**src/fixed_range_histogram_assert.svh**
```systemverilog
// Assertion macros for the histogram engine.
// Included by the RTL file that carries concurrent checks; needs no other file.
`ifndef FIXED_RANGE_HISTOGRAM_ASSERT_SVH
`define FIXED_RANGE_HISTOGRAM_ASSERT_SVH
`ifndef SYNTHESIS
`define FRH_ASSERT(label, clk, rst_n, prop, msg) \
	label: assert property (@(posedge clk) disable iff (!rst_n) prop) else $error(msg);
`define FRH_ASSERT_IMPL(label, clk, rst_n, ante, cons, msg) \
	label: assert property (@(posedge clk) disable iff (!rst_n) (ante) |-> (cons)) else $error(msg);
`define FRH_ASSERT_NEXT(label, clk, rst_n, ante, cons, msg) \
	label: assert property (@(posedge clk) disable iff (!rst_n) (ante) |=> (cons)) else $error(msg);
`else
`define FRH_ASSERT(label, clk, rst_n, prop, msg)
`define FRH_ASSERT_IMPL(label, clk, rst_n, ante, cons, msg)
`define FRH_ASSERT_NEXT(label, clk, rst_n, ante, cons, msg)
`endif
`endif

```
**src/frh_ram.sv**
```systemverilog
// Generic single-port-write, single-port-read RAM with registered read data.
// Depends on nothing.
`default_nettype none
module frh_ram #(
	parameter int WIDTH = 32,
	parameter int DEPTH = 100
) (
	input  wire logic                     clk,
	input  wire logic                     we,
	input  wire logic [$clog2(DEPTH)-1:0] waddr,
	input  wire logic [WIDTH-1:0]         wdata,
	input  wire logic                     re,
	input  wire logic [$clog2(DEPTH)-1:0] raddr,
	output logic      [WIDTH-1:0]         rdata
);
	logic [WIDTH-1:0] mem [DEPTH];

	always_ff @(posedge clk) begin
		if (we) begin
			mem[waddr] <= wdata;
		end
		if (re) begin
			rdata <= mem[raddr];
		end
	end
endmodule
`default_nettype wire

```
**config.mk**
```make
export PLATFORM = sky130hd
export DESIGN_NAME = frh_ram
export DESIGN_NICKNAME = d
export VERILOG_FILES = /design/src/fixed_range_histogram_assert.svh /design/src/frh_ram.sv
export SDC_FILE = /design/constraint.sdc
export NUM_CORES = 2
export LEC_CHECK = 0
export BUFFER_PORTS_ARGS = -buffer_cell sky130_fd_sc_hd__buf_2
export CAP_MARGIN = 10
export CORE_MARGIN = 5
export CORE_UTILIZATION = 40
export DETAILED_ROUTE_END_ITERATION = 10
export PLACE_DENSITY = 0.61
export SKIP_LAST_GASP = 1
export SYNTH_ARGS = -nofsm -noshare
export SYNTH_HDL_FRONTEND = slang
export SYNTH_SLANG_ARGS = --single-unit
```
**constraint.sdc**
```tcl
create_clock -name clk -period 5.5 [get_ports clk]
set_input_delay 1.1 -clock clk [delete_from_list [all_inputs] [get_ports clk]]
set_output_delay 1.1 -clock clk [all_outputs]
set_load 0.03 [all_outputs]
```
Yosys cells after proc, flatten, opt, wreduce, memory -nomap -nowiden:

Memories as Yosys holds them, arrays and structs flattened. A register that Yosys moved wholly into a read port is not among the register bits.
Cells that the tools add are included.

* mux-type cells: 2

Operators with widths (number)
* two-way mux 1 bit: 2

* output and inout port bits: 32
* input port bits: 49
* memories: 1
* memory bits (writable): 3200
* flip-flop bits (word level): 0

Memories
* mem: words 100, bits a word 32, read ports 1, clocked after Yosys merged registers in 1, wr ports 1, RTL line frh_ram.sv:16 `logic [WIDTH-1:0] mem [DEPTH];`

Longest topological paths before layout:

* word-level depth: 2
* depth in mapped cells: 11
* mapped depth without buffers: 6

Least setup slack after synthesis:

OpenSTA, ideal clock, no wires.

* path type: input -> register
* start: input port waddr[5]
* end: memory mem[57][0] (enable)
* library setup time: 0.461 ns
* data arrival time: 3.944 ns
* path slack: 1.095 ns
* stages: 4
* buffers on the path: 0
* cells stage by stage: nor2b_1 nand4_1 or2_2 nor3_1

RTL lines
* start: declaration: RTL line frh_ram.sv:10 `input wire logic [$clog2(DEPTH)-1:0] waddr,`
* end: declaration: RTL line frh_ram.sv:16

Straight into the memory's write port.

==> results_dict.tcl <==
set metrics [dict create \
    hpwl_mm 216.3 \
    slew_headroom_pct 5.983 \
    synth_enable_flop_cells 3232 \
    die_h_um 565.1 \
    final_hold_viol_count 0 \
    clock-root-buffer "clkbuf_16" \
    r2r-end "rdata[12]" \
    synthTopCellsByArea "edfxtp_1 79%, mux4_2 13%, mux2i_1 2.0%, a22oi_1 1.2%, nor2_1 0.48%" \
    r2r_slack_ps 2280 \
    startpoint_type "input port" \
    grt_pass1_wl_mm 498.6 \
    layout.nets 5962 \
    cts_setup_buffers 0 \
    grt_pass1_vias 61310 \
    endpoint_kind "flip-flop" \
    r2r_start "mem[47][12]" \
    required_ps 6230 \
    reg2regPathDepth 6 \
    yosysSeqAreaShare_pct 78.75 \
    yosysWarnings 0 \
    crit_fanout 42 \
    hold_class "input port to flip-flop" \
    wirelength_mm 358.9 \
    synth_cell_types 56 \
    power_density_nw_per_um2 364.6 \
    cts_buffer_depth 4 \
    io_pins 81 \
    netlist_instances 5502 \
    hold_start "wdata[28]" \
    fp-row-count 203 \
    maxCapViolCount 0 \
    grt_util_all_layers_pct 22.19 \
    wire_per_inst_um 34.90 \
    fin_setup_tns_ps 0 \
    drc 0 \
    core_region_area_um2 306300 \
    start_util_pct 40.23 \
    cts_resized 0 \
    io_buffers 80 \
    placed_area_um2 130800 \
    numCtsBuffers 327 \
    holdBufCountCts 0 \
    synth_commonest_cells "3,232 x edfxtp_1, 723 x mux4_2, 249 x mux2i_1" \
    syn_area_um2 123200 \
    synth_top_area_cell "edfxtp_1" \
    min_period_over_period_pct 76.05 \
    antenna_found_initial 24 \
    ys_seq_elements 3232 \
    final_max_slew_viol_count 0 \
    hold-path-endpoint "mem[11][28]" \
    rsz0062_at_grt "no" \
    final_layout_size_suffix_gt1_share_pct 27.30 \
    tightest_slew_ps 1401 \
    fmax_ghz 0.2391 \
    setup_viol 0 \
    place_congestion 0.8725 \
    vias 62170 \
    fin_skew_ps 57.09 \
    postSynth.asyncResetShare_pct 0 \
    cts.sinks 3232 \
    p_leak_nw 43.82 \
    yosysMostFrequentCell "edfxtp_1" \
    syn_nets 5551 \
    drtIter0Drc 8549 \
    synthFlopType "edfxtp_1" \
    peakVddDrop_v 0.0002853 \
    hold-path-cell-count 1 \
    status "finished, final reports clean" \
    antenna_left 0 \
    die_w_um 565.1 \
    synth_top_area_share_pct 78.75 \
    path_class "input port to flip-flop" \
    grt_max_degree 101 \
    drt-vias-per-instance 6.045 \
    cts_tree "done" \
    die_area_um2 319300 \
    htreeDepth 5 \
    clock_latency_ps 930 \
    drt-pass1-iter-count 7 \
    overflow 0 \
    period_needed_ps 4183 \
    areaGrowthSynthToFinish_pct 14.44 \
    syn_area_per_cell_um2 22.40 \
    cp.arrival_ps 4920 \
    clkSlewWorstSetupHoldPaths_ps 60 \
    design_area_um2 141000 \
]
how the worst max path moves through the flow:
stage                     slack (ps)  cells after the start  startpoint          to
after floorplan                 1100                      4    waddr[5]  mem[57][0]
after global placement           330                      8    raddr[2]   rdata[17]
after detailed placement         360                      8    raddr[2]   rdata[17]
after CTS                       1340                      8    raddr[2]   rdata[17]
after global routing            1310                      8    raddr[2]   rdata[17]
final                           1320                      9    raddr[4]   rdata[17]
metrics by stage:
stage / hold WS, ps / cells / power (W) / util (%) / setup WS, ps
after floorplan: 749.7 / 5502 / 0.02909 / - / 1095
after global placement: 839.9 / 9683 / 0.03045 / 42.69 / 331.4
after detailed placement: 831.2 / 9683 / 0.03050 / 42.69 / 363.2
after CTS: 575.1 / 10270 / 0.05172 / 46.02 / 1338
after global routing: 623.0 / 10270 / 0.05284 / 46.03 / 1315
final: 647.4 / 10280 / 0.05142 / 46.04 / 1317
layout make-up:
type,instances,area [um2]
tap,4100,5130
sequential,3232,97050
inverter,5,21.27
clock inverter,178,1674
antenna,14,35.03
multi-input combinational,1962,25270
timing repair buffer,385,3321
clock buffer,407,8526
fill,25350,165300
worst max-delay path, stage by stage:
cell and delay (ps):
buf_4 710, buf_4 510, and2_4 420, buf_4 670
a22oi_1 190, a21oi_1 850, a221oi_1 120, buf_4 200
o21ai_1 60
cell usage in the layout (no fill, tap or decap), types with 6 or more instances in the layout:
master	netlist	routed
buf_4	44	300
clkinv_1	1	59
mux4_2	723	723
clkbuf_1	119	78
edfxtp_1	3232	3232
o22ai_1	25	25
inv_16	0	7
o21ai_0	88	87
o2111ai_1	12	12
nor2_4	0	98
nand2b_1	12	12
a2111oi_0	7	7
a22oi_1	195	195
and2_1	7	6
nor2_1	156	56
nand4_1	30	30
bufinv_16	0	18
clkinv_16	0	8
buf_2	96	42
clkinv_2	0	65
buf_12	2	40
a221oi_1	43	43
nor3_1	28	23
clkinvlp_4	0	6
a31oi_1	21	21
nor2b_1	27	22
clkbuf_16	0	329
o211ai_1	7	7
o21ai_1	16	17
mux2i_1	249	249
diode_2	0	14
nand2_1	139	139
o221ai_1	8	8
nand3_1	84	84
a21oi_1	30	30
inv_6	0	9
power by group:
part           total (W)  internal [W]  switching (W)  leakage (nW)
registers         0.0273        0.0272      0.0000722          29.1
clock network     0.0214        0.0120        0.00947          4.98
logic            0.00269      0.000852        0.00184          9.75
total             0.0514        0.0400         0.0114          43.8
metal layers:
metal / up-vias / wire length (um) / GRT usage, %
met5: - / 69 / 0
met4: 12 / 17060 / 9.436
met3: 658 / 32080 / 3.999
met2: 3349 / 169500 / 34.74
met1: 33860 / 140100 / 30.87
li1: 24290 / - / -
logic make-up (layout without fill, tap and decap cells):
group / count (synthesis) / in the layout / synth area share, %
AO/OA/AOI/OAI: 489 / 489 / 2.772
buffers and inverters: 308 / 975 / 1.385
flip-flops: 3232 / 3232 / 78.75
multiplexers: 977 / 977 / 15.28
other: 0 / 14 / 0
AND/OR/NAND/NOR: 496 / 496 / 1.809
flip-flops by register name, indices dropped and copies added (netlist names):
name	count
rdata	32
mem	3200
No activity file was read; power rests on OpenSTA's default activity.
